**config.mk**
```make
export PLATFORM = sky130hd
export DESIGN_NAME = area_map_orbit_winding_top
export DESIGN_NICKNAME = d
export VERILOG_FILES = /design/src/hdl/amow_pkg.sv /design/src/hdl/amow_alu.sv /design/src/hdl/area_map_orbit_winding_top.sv
export SDC_FILE = /design/constraint.sdc
export NUM_CORES = 2
export LEC_CHECK = 0
export ABC_AREA = 1
export BUFFER_PORTS_ARGS = -buffer_cell sky130_fd_sc_hd__buf_2
export CELL_PAD_IN_SITES_DETAIL_PLACEMENT = 1
export CELL_PAD_IN_SITES_GLOBAL_PLACEMENT = 2
export CORE_ASPECT_RATIO = 0.8
export CORE_MARGIN = 2
export CORE_UTILIZATION = 42
export CTS_CLUSTER_DIAMETER = 50
export DETAILED_ROUTE_END_ITERATION = 8
export GPL_TIMING_DRIVEN = 0
export PLACE_DENSITY = 0.94
export SYNTH_ARGS = -nofsm -noshare
export SYNTH_HDL_FRONTEND = slang
export SYNTH_SLANG_ARGS = --single-unit
export TNS_END_PERCENT = 20
```
**constraint.sdc**
```tcl
create_clock -name i_clk -period 15.5 [get_ports i_clk]
set_input_delay 0 -clock i_clk [delete_from_list [all_inputs] [get_ports i_clk]]
set_output_delay 0 -clock i_clk [all_outputs]
set_load 0.005 [all_outputs]
```
**src/hdl/amow_pkg.sv**
```systemverilog
`timescale 1ns / 1ps
package amow_pkg;
    localparam int WB = 32;
    localparam int FB = 24;
    localparam logic signed [WB-1:0] W_MAX = {1'b0, {(WB-1){1'b1}}};
    localparam logic signed [WB-1:0] W_MIN = {1'b1, {(WB-1){1'b0}}};
    localparam logic signed [WB-1:0] FX_ONE = WB'(64'd1 << FB);
    localparam logic signed [WB-1:0] FX_HALF = WB'(64'd1 << (FB - 1));
    localparam logic signed [WB-1:0] FX_HI = WB'((64'd1 << (FB - 1)) + (64'd1 << FB) / 10000);

    localparam logic [1:0] REG_KIND = 2'd0;
    localparam logic [1:0] REG_A    = 2'd1;
    localparam logic [1:0] REG_B    = 2'd2;
    localparam logic [1:0] REG_PER  = 2'd3;

    localparam logic [1:0] OP_MUL = 2'd0;
    localparam logic [1:0] OP_ADD = 2'd1;
    localparam logic [1:0] OP_SUB = 2'd2;

    typedef struct packed {
        logic [1:0]           op;
        logic signed [WB-1:0] a;
        logic signed [WB-1:0] b;
    } t_alu_req;

    typedef struct packed {
        logic signed [WB-1:0] res;
        logic                 sat;
    } t_alu_rsp;

    function automatic logic signed [WB-1:0] coef_fx(input logic [2:0] idx);
        logic [31:0] q;
        case (idx)
            3'd0: q = 32'd1686629713;
            3'd1: q = 32'd693598669;
            3'd2: q = 32'd85569306;
            3'd3: q = 32'd5026995;
            3'd4: q = 32'd172272;
            default: q = 32'd3864;
        endcase
        return WB'(q >> (30 - FB));
    endfunction
endpackage

```
**src/hdl/amow_alu.sv**
```systemverilog
`timescale 1ns / 1ps
module amow_alu (
    input  logic                i_clk,
    input  amow_pkg::t_alu_req  i_req,
    output amow_pkg::t_alu_rsp  o_rsp
);
    localparam int WB = amow_pkg::WB;
    localparam int FB = amow_pkg::FB;
    logic [WB-1:0]   w_ma, w_mb;
    logic [2*WB-1:0] w_prod;
    logic [2*WB-1:0] w_mag;
    logic            w_neg;
    logic signed [WB:0] w_sum;
    amow_pkg::t_alu_rsp n_rsp;

    assign w_ma = i_req.a[WB-1] ? WB'(-i_req.a) : i_req.a;
    assign w_mb = i_req.b[WB-1] ? WB'(-i_req.b) : i_req.b;
    assign w_neg = i_req.a[WB-1] ^ i_req.b[WB-1];
    assign w_prod = w_ma * w_mb;
    assign w_mag = w_prod >> FB;

    always_comb begin
        n_rsp.sat = 1'b0;
        n_rsp.res = '0;
        w_sum = '0;
        case (i_req.op)
            amow_pkg::OP_MUL: begin
                if (!w_neg) begin
                    if (w_mag > (2*WB)'(amow_pkg::W_MAX)) begin
                        n_rsp.sat = 1'b1;
                        n_rsp.res = amow_pkg::W_MAX;
                    end else begin
                        n_rsp.res = w_mag[WB-1:0];
                    end
                end else begin
                    if (w_mag > (2*WB)'(amow_pkg::W_MAX) + 1) begin
                        n_rsp.sat = 1'b1;
                        n_rsp.res = amow_pkg::W_MIN;
                    end else begin
                        n_rsp.res = WB'(-w_mag[WB-1:0]);
                    end
                end
            end
            amow_pkg::OP_ADD, amow_pkg::OP_SUB: begin
                if (i_req.op == amow_pkg::OP_ADD) begin
                    w_sum = {i_req.a[WB-1], i_req.a} + {i_req.b[WB-1], i_req.b};
                end else begin
                    w_sum = {i_req.a[WB-1], i_req.a} - {i_req.b[WB-1], i_req.b};
                end
                if (w_sum[WB] != w_sum[WB-1]) begin
                    n_rsp.sat = 1'b1;
                    n_rsp.res = w_sum[WB] ? amow_pkg::W_MIN : amow_pkg::W_MAX;
                end else begin
                    n_rsp.res = w_sum[WB-1:0];
                end
            end
            default: ;
        endcase
    end

    always_ff @(posedge i_clk) begin
        o_rsp <= n_rsp;
    end
endmodule

```
**src/hdl/area_map_orbit_winding_top.sv**
```systemverilog
`timescale 1ns / 1ps
// channel   ports                                   handshake
// config    i_cfg_we i_cfg_idx i_cfg_data           write at edge with i_cfg_we
// input     i_start_x i_start_y                     i_start & !o_busy
// result    o_end_x o_end_y o_lift o_drift_x        o_done, one cycle
//           o_drift_y o_overflow
// One registered multiply/add unit does the sine and map arithmetic; the fold is
// combinational. Each op result shows up the cycle after issue. A Harper step
// takes two sines, a nontwist step one sine and a square; a new word is taken
// in the done cycle.
// Reset (i_rst_n low, synchronous) clears control; the result cannot be stalled.
module area_map_orbit_winding_top (
    input  logic         i_clk,
    input  logic         i_rst_n,
    input  logic         i_cfg_we,
    input  logic [1:0]   i_cfg_idx,
    input  logic [31:0]  i_cfg_data,
    input  logic         i_start,
    output logic         o_busy,
    input  logic signed [31:0] i_start_x,
    input  logic signed [31:0] i_start_y,
    output logic         o_done,
    output logic signed [31:0] o_end_x,
    output logic signed [31:0] o_end_y,
    output logic signed [15:0] o_lift,
    output logic signed [31:0] o_drift_x,
    output logic signed [31:0] o_drift_y,
    output logic         o_overflow
);
    localparam int WB = amow_pkg::WB;
    localparam int FB = amow_pkg::FB;

    localparam logic [4:0] S_IDLE  = 5'd0;
    localparam logic [4:0] S_STEP  = 5'd1;
    localparam logic [4:0] S_SIN0  = 5'd2;
    localparam logic [4:0] S_SIN1  = 5'd3;
    localparam logic [4:0] S_HORN0 = 5'd4;
    localparam logic [4:0] S_HORN1 = 5'd5;
    localparam logic [4:0] S_HORN2 = 5'd6;
    localparam logic [4:0] S_SIN2  = 5'd7;
    localparam logic [4:0] S_SIN3  = 5'd8;
    localparam logic [4:0] S_PM0   = 5'd9;
    localparam logic [4:0] S_PM1   = 5'd10;
    localparam logic [4:0] S_UPD0  = 5'd11;
    localparam logic [4:0] S_UPD1  = 5'd12;
    localparam logic [4:0] S_FOLD  = 5'd13;
    localparam logic [4:0] S_DX0   = 5'd14;
    localparam logic [4:0] S_DX1   = 5'd15;
    localparam logic [4:0] S_DY0   = 5'd16;
    localparam logic [4:0] S_DY1   = 5'd17;
    localparam logic [4:0] S_OUT   = 5'd18;
    localparam logic [4:0] S_NT0   = 5'd19;
    localparam logic [4:0] S_NT1   = 5'd20;
    localparam logic [4:0] S_NT2   = 5'd21;

    logic [4:0] r_st, n_st;
    logic       r_kind;
    logic signed [WB-1:0] r_a, r_b;
    logic [15:0] r_per, r_cnt;
    logic signed [WB-1:0] r_x, r_y, r_ox, r_oy;
    logic signed [16:0] r_lift;
    logic r_sat;
    // phase: 0 = sine of x toward y, 1 = sine of y (Harper) or 1 - y*y (nontwist) toward x
    logic r_ph;
    logic [1:0] r_quad;
    logic signed [WB-1:0] r_u, r_u2, r_acc, r_t;
    logic [2:0] r_idx;
    logic signed [WB-1:0] r_dx;
    logic r_done;

    amow_pkg::t_alu_req w_req;
    amow_pkg::t_alu_rsp w_rsp;

    amow_alu u_alu (.i_clk(i_clk), .i_req(w_req), .o_rsp(w_rsp));

    localparam logic [WB-1:0] FX_ONE_U = amow_pkg::FX_ONE;
    logic signed [WB-1:0] w_sv;
    logic [WB-1:0] w_ph;
    logic [WB-1:0] w_uraw;
    logic [WB-1:0] w_u;
    assign w_sv = r_ph ? r_y : r_x;
    assign w_ph = w_sv & (FX_ONE_U - 1);
    assign w_uraw = (w_ph & ((WB'(1) << (FB - 2)) - 1)) << 2;
    assign w_u = w_ph[FB-2] ? FX_ONE_U - w_uraw : w_uraw;

    // fold: v > HI -> HI - rem, v < -HALF -> -HALF + rem, k = +-ceil(d/ONE); power-of-two ONE makes it masks
    function automatic logic [WB+16:0] fold_f(input logic signed [WB-1:0] v);
        logic [WB-1:0] d, rem, km;
        logic [WB-FB-1:0] q;
        logic signed [WB-1:0] o;
        logic signed [16:0] k;
        d = '0; rem = '0; km = '0; q = '0; o = v; k = '0;
        if (v > amow_pkg::FX_HI) begin
            d = WB'(v - amow_pkg::FX_HI);
            km = d & (FX_ONE_U - 1);
            rem = (km == 0) ? '0 : FX_ONE_U - km;
            q = d[WB-1:FB];
            k = 17'(q) + 17'(km != 0);
            o = amow_pkg::FX_HI - rem;
        end else if (v < -amow_pkg::FX_HALF) begin
            d = WB'(-amow_pkg::FX_HALF - v);
            km = d & (FX_ONE_U - 1);
            rem = (km == 0) ? '0 : FX_ONE_U - km;
            q = d[WB-1:FB];
            k = -(17'(q) + 17'(km != 0));
            o = -amow_pkg::FX_HALF + rem;
        end
        return {k, o};
    endfunction

    logic [WB+16:0] w_fx, w_fy;
    logic signed [17:0] w_nl;
    assign w_fx = fold_f(r_x);
    assign w_fy = fold_f(r_y);
    assign w_nl = 18'(r_lift) + 18'($signed(w_fx[WB+16:WB]));

    always_comb begin
        w_req.op = amow_pkg::OP_MUL;
        w_req.a = r_u;
        w_req.b = r_u;
        case (r_st)
            S_SIN0:  begin w_req.a = w_u; w_req.b = w_u; end
            S_HORN0: begin w_req.a = r_u2; w_req.b = r_acc; end
            S_HORN1: begin
                w_req.op = amow_pkg::OP_SUB;
                w_req.a = amow_pkg::coef_fx(r_idx);
                w_req.b = w_rsp.res;
            end
            S_SIN2:  begin w_req.a = r_u; w_req.b = r_acc; end
            S_PM0:   begin w_req.a = r_ph ? r_a : r_b; w_req.b = r_t; end
            S_UPD0:  begin
                w_req.a = r_ph ? r_x : r_y;
                w_req.b = r_t;
                w_req.op = ((r_ph == 1'b0) ^ r_kind) ? amow_pkg::OP_ADD
                                                     : amow_pkg::OP_SUB;
            end
            S_NT0:   begin w_req.a = r_y; w_req.b = r_y; end
            S_NT1:   begin
                w_req.op = amow_pkg::OP_SUB;
                w_req.a = amow_pkg::FX_ONE;
                w_req.b = w_rsp.res;
            end
            S_DX0:   begin w_req.op = amow_pkg::OP_SUB; w_req.a = r_x; w_req.b = r_ox; end
            S_DY0:   begin w_req.op = amow_pkg::OP_SUB; w_req.a = r_y; w_req.b = r_oy; end
            default: ;
        endcase
    end

    always_comb begin
        n_st = r_st;
        case (r_st)
            S_IDLE:  if (i_start) n_st = S_STEP;
            S_STEP:  n_st = (r_cnt == r_per) ? S_DX0 : S_SIN0;
            S_SIN0:  n_st = S_SIN1;
            S_SIN1:  n_st = S_HORN0;
            S_HORN0: n_st = S_HORN1;
            S_HORN1: n_st = S_HORN2;
            S_HORN2: n_st = (r_idx == 3'd0) ? S_SIN2 : S_HORN0;
            S_SIN2:  n_st = S_SIN3;
            S_SIN3:  n_st = S_PM0;
            S_PM0:   n_st = S_PM1;
            S_PM1:   n_st = S_UPD0;
            S_UPD0:  n_st = S_UPD1;
            S_UPD1:  n_st = (r_ph || r_kind) ? ((r_ph) ? S_FOLD : S_NT0) : S_SIN0;
            S_NT0:   n_st = S_NT1;
            S_NT1:   n_st = S_NT2;
            S_NT2:   n_st = S_PM0;
            S_FOLD:  n_st = S_STEP;
            S_DX0:   n_st = S_DX1;
            S_DX1:   n_st = S_DY0;
            S_DY0:   n_st = S_DY1;
            S_DY1:   n_st = S_OUT;
            S_OUT:   n_st = S_IDLE;
            default: n_st = S_IDLE;
        endcase
    end

    always_ff @(posedge i_clk) begin
        if (!i_rst_n) begin
            r_st <= S_IDLE;
            r_kind <= 1'b0;
            r_a <= '0;
            r_b <= '0;
            r_per <= 16'd1;
            r_done <= 1'b0;
        end else begin
            r_st <= n_st;
            r_done <= (r_st == S_OUT);
            if (i_cfg_we) begin
                case (i_cfg_idx)
                    amow_pkg::REG_KIND: r_kind <= i_cfg_data[0];
                    amow_pkg::REG_A:    r_a <= i_cfg_data;
                    amow_pkg::REG_B:    r_b <= i_cfg_data;
                    amow_pkg::REG_PER:  r_per <= i_cfg_data[15:0];
                    default: ;
                endcase
            end
        end
    end

    always_ff @(posedge i_clk) begin
        case (r_st)
            S_IDLE: if (i_start) begin
                r_x <= i_start_x; r_y <= i_start_y;
                r_ox <= i_start_x; r_oy <= i_start_y;
                r_lift <= '0; r_sat <= 1'b0; r_cnt <= '0; r_ph <= 1'b0;
            end
            S_SIN0: begin
                r_quad <= w_ph[FB-1:FB-2];
                r_u <= w_u;
                r_acc <= amow_pkg::coef_fx(3'd5);
                r_idx <= 3'd4;
            end
            S_SIN1: begin r_u2 <= w_rsp.res; r_sat <= r_sat | w_rsp.sat; end
            S_HORN1: r_sat <= r_sat | w_rsp.sat;
            S_HORN2: begin
                r_acc <= w_rsp.res; r_sat <= r_sat | w_rsp.sat;
                r_idx <= r_idx - 3'd1;
            end
            S_SIN3: begin
                r_sat <= r_sat | w_rsp.sat;
                r_t <= (w_rsp.res > amow_pkg::FX_ONE)
                    ? (r_quad[1] ? -amow_pkg::FX_ONE : amow_pkg::FX_ONE)
                    : (r_quad[1] ? -w_rsp.res : w_rsp.res);
            end
            S_NT1: r_sat <= r_sat | w_rsp.sat;
            S_NT2: begin r_t <= w_rsp.res; r_sat <= r_sat | w_rsp.sat; end
            S_PM1: begin r_t <= w_rsp.res; r_sat <= r_sat | w_rsp.sat; end
            S_UPD1: begin
                r_sat <= r_sat | w_rsp.sat;
                if (r_ph) r_x <= w_rsp.res; else r_y <= w_rsp.res;
                r_ph <= ~r_ph;
            end
            S_FOLD: begin
                r_x <= w_fx[WB-1:0];
                if (!r_kind) r_y <= w_fy[WB-1:0];
                if (w_nl > 18'sd32767) begin
                    r_lift <= 17'sd32767; r_sat <= 1'b1;
                end else if (w_nl < -18'sd32768) begin
                    r_lift <= -17'sd32768; r_sat <= 1'b1;
                end else begin
                    r_lift <= w_nl[16:0];
                end
                r_cnt <= r_cnt + 16'd1;
            end
            S_DX1: r_dx <= w_rsp.res;
            S_DY1: r_t <= w_rsp.res;
            S_OUT: begin
                o_end_x <= r_x; o_end_y <= r_y; o_lift <= r_lift[15:0];
                o_drift_x <= r_dx; o_drift_y <= r_t; o_overflow <= r_sat;
            end
            default: ;
        endcase
    end

    assign o_busy = (r_st != S_IDLE);
    assign o_done = r_done;

`ifndef NO_ASSERTIONS
    a_done_once: assert property (@(posedge i_clk) disable iff (!i_rst_n)
        o_done |=> !o_done) else $error("done held");
    a_idle_after: assert property (@(posedge i_clk) disable iff (!i_rst_n)
        o_done |-> !o_busy || $past(i_start)) else $error("busy at done");
    a_lift_range: assert property (@(posedge i_clk) disable iff (!i_rst_n)
        o_busy |-> (r_lift <= 17'sd32767 && r_lift >= -17'sd32768))
        else $error("lift range");
`endif
endmodule

```
==> flow_metrics.tcl <==
set metrics [dict create \
    utilization_pct 46.9 \
    core_sq_mm 0.169 \
    fin_skew_ps 88.6 \
    critical_path_class "register to register" \
    clkTransAtPathRegs_ps 90 \
    io_pins 249 \
    cts_tree "built" \
    multiInputGateArea_sq_mm 0.0475 \
    grt_antenna_before_repair 41 \
    crit_fanout 10 \
    avgSynthCellArea_sq_um 7.78 \
    drtPass1Iterations 9 \
    seqCellArea_sq_mm 0.0163 \
    setup_violations 0 \
    nets 11003 \
    slowest_delay_ps 810 \
    violations "DRC, capacitance limit, slew limit" \
    hold_path_class "input pin to register" \
    drc 11 \
    ys_warn_count 0 \
    yosysUniqueCellTypes 81 \
    worst_slew_pin_slew_ps 1640 \
    clock_sinks 583 \
    ys_top_cells_by_area "fa_1 25%, edfxtp_1 19%, nand2_1 10%" \
    crit_required_ps 15980 \
    reg2reg_slack_ps 240 \
    grt_pass1_wl_microns 531000 \
    dp_hpwl_microns 317000 \
    numCtsBuffers 58 \
    area_growth_pct 11.0 \
    synth_flop_cell "edfxtp_1" \
    synth_edf_count 463 \
    worstPathArrival_ps 15740 \
    outcome "complete, but fails checks" \
    slew_headroom_pct -10.4 \
    synthArstFlopShare_pct 0 \
    grt_max_degree 38 \
    rows 135 \
    maxCapViolations 5 \
    mappedNetlistArea_sq_mm 0.0717 \
    grt_pass1_vias 70480 \
    ys_seq_area_share_pct 22.8 \
    start_util_pct 42.3 \
    fin_crit_ps 15260 \
    crit_top_cell "nand2_1" \
    end_kind "register" \
    via_per_inst 5.91 \
    timing.final.crit_share_pct 98.4 \
    totalWireLength_microns 379000 \
    hold_violations 0 \
    synth_top_area_share_pct 25.1 \
    fp.dieW_microns 466 \
    slowest_stage "fa_1" \
    via_count 70754 \
    grt_remaining_overflow 0 \
    wl_per_cell_microns 31.6 \
    nFillCells 20861 \
    gp_congestion 1.09 \
    drv_slew 47 \
    placement.io_buffers 247 \
    htreeDepth 2 \
    die_y_microns 373 \
    synth_seq_cells 583 \
    cp-start-kind "register" \
    fmax_ghz 0.0655 \
    final_layout_size_suffix_gt1_share_pct 7.78 \
    die_area_sq_mm 0.174 \
    synth_top_area_cell "fa_1" \
    drtIter0Drc 8983 \
    drt.antenna.violating_nets 0 \
    cts_buffer_depth 3 \
    root_buffer "clkbuf_16" \
    clk_latency_ps 720 \
    synth_cells 9207 \
    track_usage_pct 43.0 \
]
## registers in the layout (all words and copies together), names as in the netlist, 3 cells and up
| name | cells |
|---|---|
| r_a | 32 |
| o_lift | 16 |
| o_end_y | 32 |
| o_drift_x | 32 |
| r_st | 5 |
| r_oy | 32 |
| u_alu.o_rsp | 33 |
| o_end_x | 32 |
| r_y | 32 |
| r_b | 32 |
| r_t | 32 |
| r_cnt | 16 |
| o_drift_y | 32 |
| r_acc | 32 |
| r_x | 32 |
| r_dx | 32 |
| r_u | 23 |
| r_lift | 17 |
| r_per | 16 |
| r_u2 | 32 |
| r_ox | 32 |
| r_idx | 3 |
## metal layers
| layer | track usage (%) | routed length (microns) |
|---|---|---|
| met1 | 62.4 | 162000 |
| met2 | 55.5 | 142000 |
| met3 | 20.9 | 61500 |
| met5 | 0 | 266 |
| met4 | 12.4 | 13300 |
## logic make-up after synthesis
kind of cell             Yosys count  share of synthesized area [%]
AO/OA/AOI/OAI                   1041                           8.48
AND/OR/NAND/NOR                 4025                           23.3
XOR/XNOR                         250                           3.08
other                              1                        0.00523
buffers and inverters           2057                           11.2
adder cells (fa/ha/maj)         1250                           31.2
flip-flops                       583                           22.8
## layout make-up
class                   instances  area share (%)
multi-input cells            6568            59.8
inverters                    1744            8.26
well taps                    2260            3.56
repair buffers                386            3.48
clock inverters                44           0.614
diodes                         15          0.0472
plain buffers                 310            1.84
clock buffers                  66            1.93
flip-flops and latches        583            20.5
## critical path: cells and delay by family, from the launching register on
kind	cells	cell delay [ps]
AND/OR/NAND/NOR	20	3690
adder cells (fa/ha/maj)	9	5180
AO/OA/AOI/OAI	6	1800
buffers and inverters	17	3980
flip-flops	1	350
## per-stage QoR
step                hold WS [ps]  instance area [sq um]  instances  setup slack [ps]  TNS [ps]
floorplan                   98.9                  71700       9208              4870         0
global placement             197                  75700      11715              -774    -12270
detailed placement           195                  76200      11735             -67.3     -67.3
CTS                         33.5                  79300      11951              44.6         0
global route                29.5                  79500      11961          -0.00178  -0.00178
finish                      15.3                  79500      11976               242         0
## worst paths after layout
| kind | start | endpoint | depth (start not counted) |
|---|---|---|---|
| worst min register to register | r_dx[25]$_DFFE_PP_ | o_drift_x[25]$_DFFE_PP_ | 0 |
| worst max-delay path | r_ph$_SDFFCE_PN0P_ | u_alu.o_rsp[0]$_DFF_P_ | 52 |
| worst max register to register | r_ph$_SDFFCE_PN0P_ | u_alu.o_rsp[0]$_DFF_P_ | 52 |
| worst min-delay path | i_start_y[28] | r_oy[28]$_DFFE_PP_ | 2 |
## placed cells by master, fill, tap and decap left out, drive strengths merged, types with 344 or more instances in the layout
cell and n:
nand2 2017, inv 1735, nor2 1339, fa 897
edfxtp 463, o21ai 432, buf 401, a21oi 356
ha 353, nand3 344
## cell usage after synthesis (11+ instances only)
master,instances
a21oi_1,331
a21oi_2,25
a221oi_1,34
a31oi_1,30
buf_1,19
buf_2,76
buf_6,21
clkbuf_1,188
clkinv_1,12
dfxtp_1,120
edfxtp_1,463
fa_1,897
ha_1,353
inv_1,1677
inv_2,50
nand2_1,1987
nand2_2,25
nand3_1,332
nand3b_1,26
nand4_1,86
nor2_1,1299
nor2_2,33
nor3_1,99
nor4_1,46
o211ai_1,29
o21a_1,39
o21ai_0,367
o21ai_1,51
o21ai_2,14
o221ai_1,11
o22ai_1,14
o31ai_1,12
or2_2,27
xnor2_1,48
xor2_1,200
## timing repair
item | in CTS | in global routing
hold buffers | 106 | 0
hold endpoints to repair | 210 | 0
endpoints found under the setup margin | 1 | 33
buffers inserted | 0 | 9
pin swaps | 0 | 0
resized for setup | 1 | 42
Power is not shown: default switching activity piles up to over one toggle a cycle in this logic, so the estimate is an artifact.
